[src/hdl/tgd_pkg.sv]
package tgd_pkg;

    localparam int MAX_GLYPHS = 64;
    localparam int IDX_W      = (MAX_GLYPHS > 1) ? $clog2(MAX_GLYPHS) : 1;
    localparam int CNT_W      = $clog2(MAX_GLYPHS + 1);
    localparam int ROWS       = 8;
    localparam int ROW_W      = 3;
    localparam int PIX        = 8;
    localparam int PIX_W      = 8;
    localparam int GLYPH_W    = ROWS * PIX;
    localparam int COLOUR_W   = 3;
    localparam int INDEX_W    = 6;
    localparam int CODE_W     = 8;
    localparam int MAX_COLOUR = 4;

    typedef enum logic [1:0] {
        STAT_MATCH      = 2'd0,
        STAT_NEW        = 2'd1,
        STAT_COLOUR_ERR = 2'd2,
        STAT_FULL       = 2'd3
    } status_t;

    typedef enum logic {
        S_ROWS,
        S_SEARCH
    } state_t;

    typedef struct packed {
        logic    clear_all;
        logic    row_load;
        logic    search;
        logic    finish;
        status_t result;
    } dp_cmd_t;

    typedef struct packed {
        logic row_last;
        logic cell_error;
        logic hit;
        logic exhausted;
        logic table_full;
    } dp_stat_t;

    typedef struct packed {
        logic [PIX-1:0]      rowbits;
        logic [COLOUR_W-1:0] colour;
        logic                err;
    } row_scan_t;

    function automatic row_scan_t scan_row(
        input logic [GLYPH_W-1:0]  pixels,
        input logic [COLOUR_W-1:0] seen_in
    );
        row_scan_t        r;
        logic [PIX_W-1:0] c;
        r.rowbits = '0;
        r.colour  = seen_in;
        r.err     = 1'b0;
        for (int i = 0; i < PIX; i++)
        begin
            c = pixels[i*PIX_W +: PIX_W];
            if (c != '0)
            begin
                if (c > PIX_W'(MAX_COLOUR))
                begin
                    r.err = 1'b1;
                end
                else
                begin
                    if (r.colour != c[COLOUR_W-1:0])
                    begin
                        if (r.colour != '0)
                        begin
                            r.err = 1'b1;
                        end
                        else
                        begin
                            r.colour = c[COLOUR_W-1:0];
                        end
                    end
                    r.rowbits[PIX-1-i] = 1'b1;
                end
            end
        end
        return r;
    endfunction

endpackage

[src/hdl/tgd_datapath.sv]
module tgd_datapath (
    input  logic                              clk,
    input  logic                              rst_n,
    input  tgd_pkg::dp_cmd_t                  cmd,
    output tgd_pkg::dp_stat_t                 stat,
    input  logic [tgd_pkg::GLYPH_W-1:0]       pixels,
    output logic [1:0]                        status,
    output logic [tgd_pkg::CODE_W-1:0]        cell_code,
    output logic [tgd_pkg::INDEX_W-1:0]       glyph_index,
    output logic [tgd_pkg::COLOUR_W-1:0]      cell_colour,
    output logic [tgd_pkg::GLYPH_W-1:0]       glyph_bits
);
    import tgd_pkg::*;

    logic [GLYPH_W-1:0]  glyph_mem [MAX_GLYPHS];

    logic [ROW_W-1:0]    row_counter_reg, row_counter_next;
    logic [GLYPH_W-1:0]  cell_bitmap_reg, cell_bitmap_next;
    logic [COLOUR_W-1:0] seen_colour_reg, seen_colour_next;
    logic                cell_error_reg, cell_error_next;
    logic [CNT_W-1:0]    glyph_count_reg, glyph_count_next;
    logic [CNT_W-1:0]    rd_ptr_reg, rd_ptr_next;
    logic                cmp_valid_reg, cmp_valid_next;
    logic [IDX_W-1:0]    cmp_idx_reg;
    logic [GLYPH_W-1:0]  rdata_reg;

    logic [1:0]          status_reg;
    logic [CODE_W-1:0]   cell_code_reg;
    logic [INDEX_W-1:0]  glyph_index_reg;
    logic [COLOUR_W-1:0] cell_colour_reg;
    logic [GLYPH_W-1:0]  glyph_bits_reg;

    row_scan_t           scan;
    logic                issue;
    logic                append;
    logic [IDX_W-1:0]    res_idx;
    logic [ROW_W-1:0]    row_slot;
    logic [CODE_W-1:0]   res_code;

    assign scan     = scan_row(pixels, seen_colour_reg);
    assign issue    = cmd.search && (rd_ptr_reg < glyph_count_reg);
    assign append   = cmd.finish && (cmd.result == STAT_NEW);
    assign row_slot = ROW_W'(ROWS - 1) - row_counter_reg;
    assign res_idx  = (cmd.result == STAT_MATCH) ? cmp_idx_reg
                                                 : glyph_count_reg[IDX_W-1:0];
    assign res_code = {seen_colour_reg[1:0] + 2'd3, {(CODE_W-2){1'b0}}}
                      | CODE_W'(res_idx);

    always_comb
    begin
        row_counter_next = row_counter_reg;
        cell_bitmap_next = cell_bitmap_reg;
        seen_colour_next = seen_colour_reg;
        cell_error_next  = cell_error_reg;
        glyph_count_next = glyph_count_reg;
        if (cmd.clear_all)
        begin
            row_counter_next = '0;
            cell_bitmap_next = '0;
            seen_colour_next = '0;
            cell_error_next  = 1'b0;
            glyph_count_next = '0;
        end
        else if (cmd.row_load)
        begin
            row_counter_next = row_counter_reg + 1'b1;
            cell_bitmap_next = cell_bitmap_reg
                               | (GLYPH_W'(scan.rowbits) << {row_slot, 3'b000});
            seen_colour_next = scan.colour;
            cell_error_next  = cell_error_reg | scan.err;
        end
        else if (cmd.finish)
        begin
            row_counter_next = '0;
            cell_bitmap_next = '0;
            seen_colour_next = '0;
            cell_error_next  = 1'b0;
            if (append)
            begin
                glyph_count_next = glyph_count_reg + 1'b1;
            end
        end
    end

    always_comb
    begin
        rd_ptr_next    = rd_ptr_reg;
        cmp_valid_next = issue;
        if (cmd.clear_all || cmd.row_load)
        begin
            rd_ptr_next = '0;
        end
        else if (issue)
        begin
            rd_ptr_next = rd_ptr_reg + 1'b1;
        end
    end

    always_ff @(posedge clk or negedge rst_n)
    begin
        if (!rst_n)
        begin
            row_counter_reg <= '0;
            cell_bitmap_reg <= '0;
            seen_colour_reg <= '0;
            cell_error_reg  <= 1'b0;
            glyph_count_reg <= '0;
            rd_ptr_reg      <= '0;
            cmp_valid_reg   <= 1'b0;
        end
        else
        begin
            row_counter_reg <= row_counter_next;
            cell_bitmap_reg <= cell_bitmap_next;
            seen_colour_reg <= seen_colour_next;
            cell_error_reg  <= cell_error_next;
            glyph_count_reg <= glyph_count_next;
            rd_ptr_reg      <= rd_ptr_next;
            cmp_valid_reg   <= cmp_valid_next;
        end
    end

    // glyph table: one read and one write port
    always_ff @(posedge clk)
    begin
        if (issue)
        begin
            rdata_reg <= glyph_mem[rd_ptr_reg[IDX_W-1:0]];
        end
        if (append)
        begin
            glyph_mem[glyph_count_reg[IDX_W-1:0]] <= cell_bitmap_reg;
        end
    end

    always_ff @(posedge clk)
    begin
        cmp_idx_reg <= rd_ptr_reg[IDX_W-1:0];
    end

    always_ff @(posedge clk)
    begin
        if (cmd.finish)
        begin
            status_reg <= cmd.result;
            case (cmd.result)
                STAT_MATCH, STAT_NEW:
                begin
                    cell_code_reg   <= res_code;
                    glyph_index_reg <= INDEX_W'(res_idx);
                    cell_colour_reg <= seen_colour_reg;
                    glyph_bits_reg  <= cell_bitmap_reg;
                end
                STAT_FULL:
                begin
                    cell_code_reg   <= '0;
                    glyph_index_reg <= '0;
                    cell_colour_reg <= seen_colour_reg;
                    glyph_bits_reg  <= cell_bitmap_reg;
                end
                default:
                begin
                    cell_code_reg   <= '0;
                    glyph_index_reg <= '0;
                    cell_colour_reg <= '0;
                    glyph_bits_reg  <= '0;
                end
            endcase
        end
    end

    assign stat.row_last   = (row_counter_reg == ROW_W'(ROWS - 1));
    assign stat.cell_error = cell_error_reg;
    assign stat.hit        = cmp_valid_reg && (rdata_reg == cell_bitmap_reg);
    assign stat.exhausted  = (rd_ptr_reg == glyph_count_reg);
    assign stat.table_full = (glyph_count_reg == CNT_W'(MAX_GLYPHS));

    assign status      = status_reg;
    assign cell_code   = cell_code_reg;
    assign glyph_index = glyph_index_reg;
    assign cell_colour = cell_colour_reg;
    assign glyph_bits  = glyph_bits_reg;

endmodule

[src/hdl/tgd_ctrl.sv]
module tgd_ctrl (
    input  logic               clk,
    input  logic               rst_n,
    input  logic               in_valid,
    input  logic               kind,
    output logic               in_stall,
    output logic               out_valid,
    input  logic               out_stall,
    output tgd_pkg::dp_cmd_t   cmd,
    input  tgd_pkg::dp_stat_t  stat
);
    import tgd_pkg::*;

    state_t state_reg, state_next;
    logic   out_valid_reg, out_valid_next;
    logic   accept;

    always_ff @(posedge clk or negedge rst_n)
    begin
        if (!rst_n)
        begin
            state_reg     <= S_ROWS;
            out_valid_reg <= 1'b0;
        end
        else
        begin
            state_reg     <= state_next;
            out_valid_reg <= out_valid_next;
        end
    end

    always_comb
    begin
        state_next = state_reg;
        cmd        = '0;
        cmd.result = STAT_MATCH;
        // a closing row waits until the result slot is free
        in_stall   = (state_reg != S_ROWS) || (out_valid_reg && stat.row_last);
        accept     = in_valid && !in_stall;
        case (state_reg)
            S_ROWS:
            begin
                if (accept)
                begin
                    if (!kind)
                    begin
                        cmd.clear_all = 1'b1;
                    end
                    else
                    begin
                        cmd.row_load = 1'b1;
                        if (stat.row_last)
                        begin
                            state_next = S_SEARCH;
                        end
                    end
                end
            end
            S_SEARCH:
            begin
                cmd.search = 1'b1;
                if (stat.cell_error)
                begin
                    cmd.finish = 1'b1;
                    cmd.result = STAT_COLOUR_ERR;
                end
                else if (stat.hit)
                begin
                    cmd.finish = 1'b1;
                    cmd.result = STAT_MATCH;
                end
                else if (stat.exhausted)
                begin
                    cmd.finish = 1'b1;
                    cmd.result = stat.table_full ? STAT_FULL : STAT_NEW;
                end
                if (cmd.finish)
                begin
                    state_next = S_ROWS;
                end
            end
            default:
            begin
                state_next = S_ROWS;
            end
        endcase
        out_valid_next = out_valid_reg;
        if (cmd.finish)
        begin
            out_valid_next = 1'b1;
        end
        else if (out_valid_reg && !out_stall)
        begin
            out_valid_next = 1'b0;
        end
    end

    assign out_valid = out_valid_reg;

endmodule

[src/hdl/tile_glyph_dedup.sv]
// tile_glyph_dedup: builds a glyph set from 8x8 cells and gives a screen code per cell
//
// input channel (in_valid / in_stall): one request per cell row, kind 1, rows 0..7 in
// order; kind 0 starts a new image, clears the glyph table and drops a partial cell.
// after the request that closes a cell, further requests are held off while the stored
// glyphs are compared one at a time through the single read port of the glyph table,
// which is scanned in index order until a hit or the glyph count is reached.
// output channel (out_valid / out_stall): one request per completed cell, registered,
// shown the cycle after the search ends; a colour error ends it before any compare.
// rows and start requests are still taken while a result waits; once seven rows of the
// next cell are in, any further request is held off until the pending result is taken.
// while the receiver stalls, the result holds and the block stalls at that row.
// reset clears the row counter, the cell state, the glyph count and the output valid;
// table contents stay undefined and are never read beyond the glyph count.
module tile_glyph_dedup (
    input  logic                          clk,
    input  logic                          rst_n,
    input  logic                          in_valid,
    output logic                          in_stall,
    input  logic                          kind,
    input  logic [tgd_pkg::PIX_W-1:0]     pixel_0,
    input  logic [tgd_pkg::PIX_W-1:0]     pixel_1,
    input  logic [tgd_pkg::PIX_W-1:0]     pixel_2,
    input  logic [tgd_pkg::PIX_W-1:0]     pixel_3,
    input  logic [tgd_pkg::PIX_W-1:0]     pixel_4,
    input  logic [tgd_pkg::PIX_W-1:0]     pixel_5,
    input  logic [tgd_pkg::PIX_W-1:0]     pixel_6,
    input  logic [tgd_pkg::PIX_W-1:0]     pixel_7,
    output logic                          out_valid,
    input  logic                          out_stall,
    output logic [1:0]                    status,
    output logic [tgd_pkg::CODE_W-1:0]    cell_code,
    output logic [tgd_pkg::INDEX_W-1:0]   glyph_index,
    output logic [tgd_pkg::COLOUR_W-1:0]  cell_colour,
    output logic [tgd_pkg::GLYPH_W-1:0]   glyph_bits
);
    import tgd_pkg::*;

    dp_cmd_t            cmd;
    dp_stat_t           stat;
    logic [GLYPH_W-1:0] pixels;

    assign pixels = {pixel_7, pixel_6, pixel_5, pixel_4,
                     pixel_3, pixel_2, pixel_1, pixel_0};

    tgd_ctrl u_ctrl (
        .clk       (clk),
        .rst_n     (rst_n),
        .in_valid  (in_valid),
        .kind      (kind),
        .in_stall  (in_stall),
        .out_valid (out_valid),
        .out_stall (out_stall),
        .cmd       (cmd),
        .stat      (stat)
    );

    tgd_datapath u_datapath (
        .clk         (clk),
        .rst_n       (rst_n),
        .cmd         (cmd),
        .stat        (stat),
        .pixels      (pixels),
        .status      (status),
        .cell_code   (cell_code),
        .glyph_index (glyph_index),
        .cell_colour (cell_colour),
        .glyph_bits  (glyph_bits)
    );

endmodule

[config.mk]
export PLATFORM = sky130hd
export DESIGN_NAME = tile_glyph_dedup
export DESIGN_NICKNAME = d
export VERILOG_FILES = /design/src/hdl/tgd_pkg.sv /design/src/hdl/tgd_datapath.sv /design/src/hdl/tgd_ctrl.sv /design/src/hdl/tile_glyph_dedup.sv
export SDC_FILE = /design/constraint.sdc
export NUM_CORES = 2
export LEC_CHECK = 0
export CORE_ASPECT_RATIO = 1.75
export CORE_UTILIZATION = 55
export CTS_CLUSTER_DIAMETER = 100
export CTS_CLUSTER_SIZE = 24
export DETAILED_ROUTE_END_ITERATION = 7
export DONT_BUFFER_PORTS = 1
export PLACE_DENSITY_LB_ADDON = 0.1
export SLEW_MARGIN = 0
export SYNTH_ARGS = -nofsm -noshare
export SYNTH_HDL_FRONTEND = slang
export SYNTH_HIERARCHICAL = 1
export SYNTH_SLANG_ARGS = --single-unit
[constraint.sdc]
create_clock -name clk -period 21.1 [get_ports clk]
set_input_delay 3.165 -clock clk [delete_from_list [all_inputs] [get_ports clk]]
set_output_delay 3.165 -clock clk [all_outputs]
set_load 0.01 [all_outputs]
Word level (Yosys, flattened, before mapping)
Memory sizes are Yosys's and may differ from the RTL's. A register that Yosys moved wholly into a read port is not among the register bits.
Index checks and enable logic that the tools add are counted.
{"block": "totals", "ram_bits": 4096, "inputBits": 69, "mem_count": 1, "register_bits": 177, "out_inout_bits": 85}
{"memory": "u_datapath.glyph_mem", "depth": 64, "word_bits": 64, "rd": 1, "rd_clocked_by_memory_dff": 1, "wr": 1, "line_no": "tgd_datapath.sv:15", "rtl": "logic [GLYPH_W-1:0] glyph_mem [MAX_GLYPHS];"}
{"block": "classes", "shift": 1, "order_cmp": 9, "bitwise_logic": 4, "n_reduce_logical": 35, "muxes": 99, "n_eq_ne": 15, "n_addsub": 5}
{"operator": "64-bit 2-to-1 mux", "count": 3}
{"operator": "3-bit 2-to-1 mux", "count": 24}
{"operator": "4-bit 2-to-1 mux", "count": 17}
{"operator": "64-bit == test", "count": 1}
{"operator": "8-bit by 3-bit > comparator with 1-bit output (second input constant)", "count": 8}
{"operator": "64-bit bitwise OR", "count": 1}
{"operator": "8-bit nonzero test", "count": 8}
{"operator": "8-bit by 6-bit << shifter with 64-bit output", "count": 1}
{"operator": "1-bit 2-to-1 mux", "count": 43}
{"operator": "7-bit 2-to-1 mux", "count": 6}
{"operator": "3-bit nonzero test", "count": 9}
{"operator": "3-bit != test", "count": 8}
{"operator": "7-bit by 1-bit adder with 7-bit output (second input constant)", "count": 2}
{"operator": "8-bit by 6-bit bitwise OR with 8-bit output", "count": 1}
{"operator": "2-bit nonzero test", "count": 4}
{"operator": "7-bit == test", "count": 1}
{"operator": "7-bit == test (second input constant)", "count": 1}
{"operator": "7-bit < comparator", "count": 1}
{"operator": "1-bit logical AND", "count": 6}
{"operator": "2-bit 2-to-1 mux", "count": 3}
{"operator": "6-bit 2-to-1 mux", "count": 1}
{"operator": "5-bit 2-to-1 mux", "count": 1}
{"operator": "3-bit by 1-bit adder with 3-bit output (second input constant)", "count": 1}
{"operator": "3-bit == test (second input constant)", "count": 1}
{"operator": "14 further kinds", "count": 16}

Longest topological paths before layout
{"block": "logic_depth", "ltp_word": 44, "mapped_depth": 17, "mapped_depth_nobuf": 15}

Hierarchy
Netlist, hierarchy kept.
{"mod": "tgd_datapath", "instances": 1, "seq_area_each_um2": 129504.2, "cells_each": 6706, "area_per_inst_um2": 165541.3}
{"mod": "tgd_ctrl", "instances": 1, "seq_area_each_um2": 50.0, "cells_each": 15, "area_per_inst_um2": 156.4}

Worst setup path before layout
Ideal clock, no wire load.
{"block": "synth_path", "path_type": "flip-flop to flip-flop", "from": "register u_datapath.rd_ptr_reg[0]", "to": "register u_datapath.rd_ptr_reg[5]", "path_stages_with_launch": 17, "synth_period_minus_slack_ps": 8133, "setup_slack_ps": 12967, "t_arrival_ps": 8060, "path_cell_list": "dfrtp_1 -> clkbuf_1 -> clkbuf_1 -> clkbuf_1 -> buf_1 -> inv_1 -> ha_1 -> inv_1 -> a21o_1 -> a21oi_1 -> o21ai_0 -> nor3b_1 -> nand2_1 -> nor2_1 -> nand3_1 -> xor2_1 -> nor2_1"}
{"block": "synth_between", "elab_chain_len": 3}
{"item": "start: declaration", "line_no": "tgd_datapath.sv:22", "rtl": "logic [CNT_W-1:0] rd_ptr_reg, rd_ptr_next;"}
{"item": "start signal: assignment", "line_no": "tgd_datapath.sv:118", "rtl": "rd_ptr_reg <= rd_ptr_next;"}
{"item": "7-bit < comparator", "line_no": "tgd_datapath.sv:41", "rtl": "assign issue = cmd.search && (rd_ptr_reg < glyph_count_reg);"}
{"item": "1-bit logical AND", "line_no": "tgd_datapath.sv:41"}
{"item": "via u_datapath.cmp_valid_next", "line_no": "tgd_datapath.sv:23", "rtl": "logic cmp_valid_reg, cmp_valid_next;"}
{"item": "2-bit nonzero test (no line)"}
The timed path passes the listed nets, and every way through them passes these cells. The select of a mux whose other input is x is not followed.
A chain may end at the register's enable or synchronous reset.

==> results.json <==
{
  "status": "finished with violations",
  "violations": "slew limit",
  "synth_flop_cell": "edfxtp_1",
  "p_sw_w": 0.00261,
  "fin_skew_ps": 88.2,
  "yosysSeqAreaShare": 0.782,
  "synth_largest_area_cell": "edfxtp_1",
  "synth_area_leaders": "edfxtp_1 77%, mux4_2 18%, dfrtp_1 1.3%",
  "clock_power_share": 0.319,
  "endpoint": "u_datapath/glyph_mem[55][61]$_DFFE_PP_",
  "routed_wirelength_um": 454000,
  "grt_use_total": 0.303,
  "hold_viol_final": 0,
  "total_power_w": 0.0137,
  "worst-r2r-setup-slack_ps": 12460,
  "start_kind": "flop",
  "worstRegToRegCells": 14,
  "ctsHoldBuffers": 0,
  "cts_setup_buffers": 0,
  "yosysMostFrequentCell": "edfxtp_1",
  "initial_core_util": 0.553,
  "report.final.setup_viol": 0,
  "drt_pass1_iterations": 5,
  "die-area_um2": 304000,
  "final.setup.worst_slack_ps": 12460,
  "wl_met3_um": 36200,
  "r2r_start": "u_datapath/cell_bitmap_reg[21]$_DFFE_PN0P_",
  "place_congestion": 0.882,
  "max_freq_ghz": 0.116,
  "crit_fanout": 67,
  "pre_cts_ws_ps": 12630,
  "cpMostUsedCell": "buf_4",
  "synth_compound_area_frac": 0.00876,
  "min_period_ps": 8640,
  "drc": 0,
  "clkLatencyLatePin_ps": 950,
  "vias": 75700,
  "yosys_warnings": 6,
  "cp_slowest_stage_delay_ps": 1200,
  "synth_edf_count": 4237,
  "vias_per_cell": 6.93,
  "path_cells": "xor2_1, nor4_1, nand4_1, nor3_1, nand3_1, nor4_1, buf_4, o31a_2, nand3b_1, nor2_1, nand3_1, nor2_4, buf_4, buf_4",
  "postSynthCellCount": 6721,
  "p_leak_nw": 54.6,
  "slew_headroom": -0.0181,
  "cts_root_buffer": "clkbuf_16",
  "swShare": 0.190,
  "vdd_ir_drop_max_v": 0.0000868,
  "max-cap-violations": 0,
  "grt_pass1_vias": 77500,
  "p_per_area_nw_per_um2": 77.4,
  "period_share": 0.410,
  "top_layer": "met5",
  "rsz0062_at_grt": "no",
  "synth_area_um2": 166000,
  "cts_buffer_depth": 4,
  "final_nets": 6911,
  "grt_overflow_total": 0,
  "ys_ff_latch": 4331,
  "critPathCaptureType": "flop",
  "ant_nets": 0,
  "synth_cell_types": 83,
  "wl_met2_um": 241000,
  "final_area_um2": 178000,
  "fin_util": 0.592,
  "tns_ps": 0,
  "p_int_w": 0.0111,
  "tritoncts": "built",
  "numPortBuffers": 0,
  "fp.coreArea_um2": 300000,
  "yosysTopAreaCellShare": 0.768,
  "yosys-top-cells-count": "4237 x edfxtp_1, 1344 x mux4_2, 240 x clkbuf_1, 135 x nor2_1, 97 x buf_1",
  "drt_iter0_drc": 10700,
  "cts.repair.resized": 0,
  "drive_gt1_frac": 0.286,
  "combinationalPowerShare": 0.004,
  "drv_slew": 18,
  "synth_xor_area_frac": 0.00391,
  "wire_per_inst_um": 41.6,
  "cp_slowest_cell": "dfrtp_2",
  "r2r-end": "u_datapath/glyph_mem[55][61]$_DFFE_PP_",
  "async_reset_ff_frac": 0.0203,
  "synth_simple_gate_area_share": 0.0123,
  "startpoint": "u_datapath/cell_bitmap_reg[21]$_DFFE_PN0P_",
  "clock_sinks": 4331,
  "synth_fa_ha_area_frac": 0.000982,
  "synth_top_family_by_area": "multiplexers",
  "wl_met1_um": 159000,
  "rows": 266,
  "antenna_found_initial": 22,
  "cp.arrival_ps": 9200,
  "avgSynthCellArea_um2": 24.7,
  "crit_required_ps": 21660,
  "placed_area_um2": 172000,
  "pwr-share-seq": 0.677,
  "worst_hold_path_type": "flop to flop",
  "htree_levels": 4,
  "dp_hpwl_um": 258000,
  "syn2layout_area_growth_pct": 7.13,
  "io_pins": 154,
  "die_width_um": 417,
  "grt_pass1_wl_um": 628000,
  "die_h_um": 728,
  "syn_nets": 6803,
  "path_class": "flop to flop",
  "numCtsBuffers": 206,
  "largest_reg_flops": 4096,
  "synthMuxAreaShare": 0.183,
  "path_clk_slew_ps": 100,
  "grt_max_degree": 127,
  "worstMarginPinSlew_ps": 1530
}
metal layers:
layer  vias up  track usage
li1      29000            -
met1     42300        0.390
met2      3675        0.531
met3       696       0.0447
met4         4        0.102
met5         -            0
stage by stage:
| step | hold slack [ps] | cells |
|---|---|---|
| after floorplan | 369 | 6721 |
| after global placement | 469 | 10600 |
| after detailed placement | 477 | 10600 |
| after CTS | 500 | 10900 |
| after global routing | 516 | 10900 |
| final | 501 | 10900 |
how the worst min path moves through the flow:
stage | start | to | slack, ps | depth (start not counted)
floorplan | u_datapath/rd_ptr_reg[2]$_DFFE_PN0P_ | u_datapath/cmp_idx_reg[2]$_DFF_P_ | 370 | 0
global placement | u_datapath/cell_bitmap_reg[51]$_DFFE_PN0P_ | u_datapath/glyph_mem[20][51]$_DFFE_PP_ | 470 | 0
global route | u_datapath/cell_bitmap_reg[51]$_DFFE_PN0P_ | u_datapath/glyph_mem[20][51]$_DFFE_PP_ | 520 | 0
finish | u_datapath/cell_bitmap_reg[11]$_DFFE_PN0P_ | u_datapath/glyph_mem[62][11]$_DFFE_PP_ | 500 | 0
CTS | u_datapath/cell_bitmap_reg[11]$_DFFE_PN0P_ | u_datapath/glyph_mem[62][11]$_DFFE_PP_ | 500 | 0
detailed placement | u_datapath/cell_bitmap_reg[11]$_DFFE_PN0P_ | u_datapath/glyph_mem[62][11]$_DFFE_PP_ | 480 | 0
cell usage in the layout, fill, tap and decap left out, types with 5 or more instances in the layout:
| cell type | n |
|---|---|
| a21o_1 | 5 |
| dfrtp_2 | 63 |
| xor2_1 | 53 |
| mux2i_1 | 10 |
| a221oi_1 | 5 |
| nand3_1 | 21 |
| edfxtp_1 | 4237 |
| and3_1 | 6 |
| diode_2 | 6 |
| a22o_1 | 67 |
| dfrtp_4 | 6 |
| nand4_1 | 11 |
| buf_4 | 242 |
| o2111ai_1 | 5 |
| a21oi_1 | 19 |
| dfrtp_1 | 19 |
| inv_1 | 34 |
| buf_12 | 7 |
| o22ai_1 | 5 |
| or3_1 | 6 |
| or4_1 | 8 |
| nor2b_1 | 5 |
| nand2_1 | 35 |
| nor2_1 | 69 |
| a31oi_1 | 7 |
| dfxtp_1 | 6 |
| o31ai_1 | 5 |
| mux4_2 | 1344 |
| and2_1 | 71 |
| xnor2_1 | 21 |
| o21ai_0 | 19 |
| clkbuf_16 | 208 |
| nor4_1 | 23 |
| nor2_4 | 64 |
| ha_1 | 13 |
| nor3_1 | 18 |
| clkbuf_1 | 60 |
| nand2b_1 | 7 |
power by group through the flow:
| stage | registers (W) | logic (W) | clock network [W] |
|---|---|---|---|
| after floorplan | 0.00949 | 0.0000391 | 0 |
| after global placement | 0.00949 | 0.0000572 | 0 |
| after detailed placement | 0.00949 | 0.0000581 | 0 |
| after CTS | 0.00929 | 0.0000582 | 0.00445 |
| after global routing | 0.00929 | 0.0000635 | 0.00470 |
| final | 0.00929 | 0.0000603 | 0.00438 |
kinds of logic after synthesis:
family | Yosys count
XOR/XNOR | 74
flip-flops | 4331
buffers and inverters | 383
multiplexers | 1354
adder cells (fa/ha/maj) | 13
AO/OA/AOI/OAI | 184
AND/OR/NAND/NOR | 382
worst max-delay path, delay by kind of cell, from the launching register on:
kind | cells | cell delay, ps
AO/OA/AOI/OAI | 1 | 820
XOR/XNOR | 1 | 260
buffers and inverters | 3 | 1580
flip-flops | 1 | 1200
AND/OR/NAND/NOR | 9 | 4120
layout make-up:
type	instances	area, um2
antenna	6	15.0
clock buffer	268	5430
clock inverter	5	70.1
fill	20900	122000
inverter	34	128
multi-input combinational	2007	35200
sequential	4331	130000
tap	4020	5030
timing repair buffer	249	1960
(Power assumes the default switching activity.)
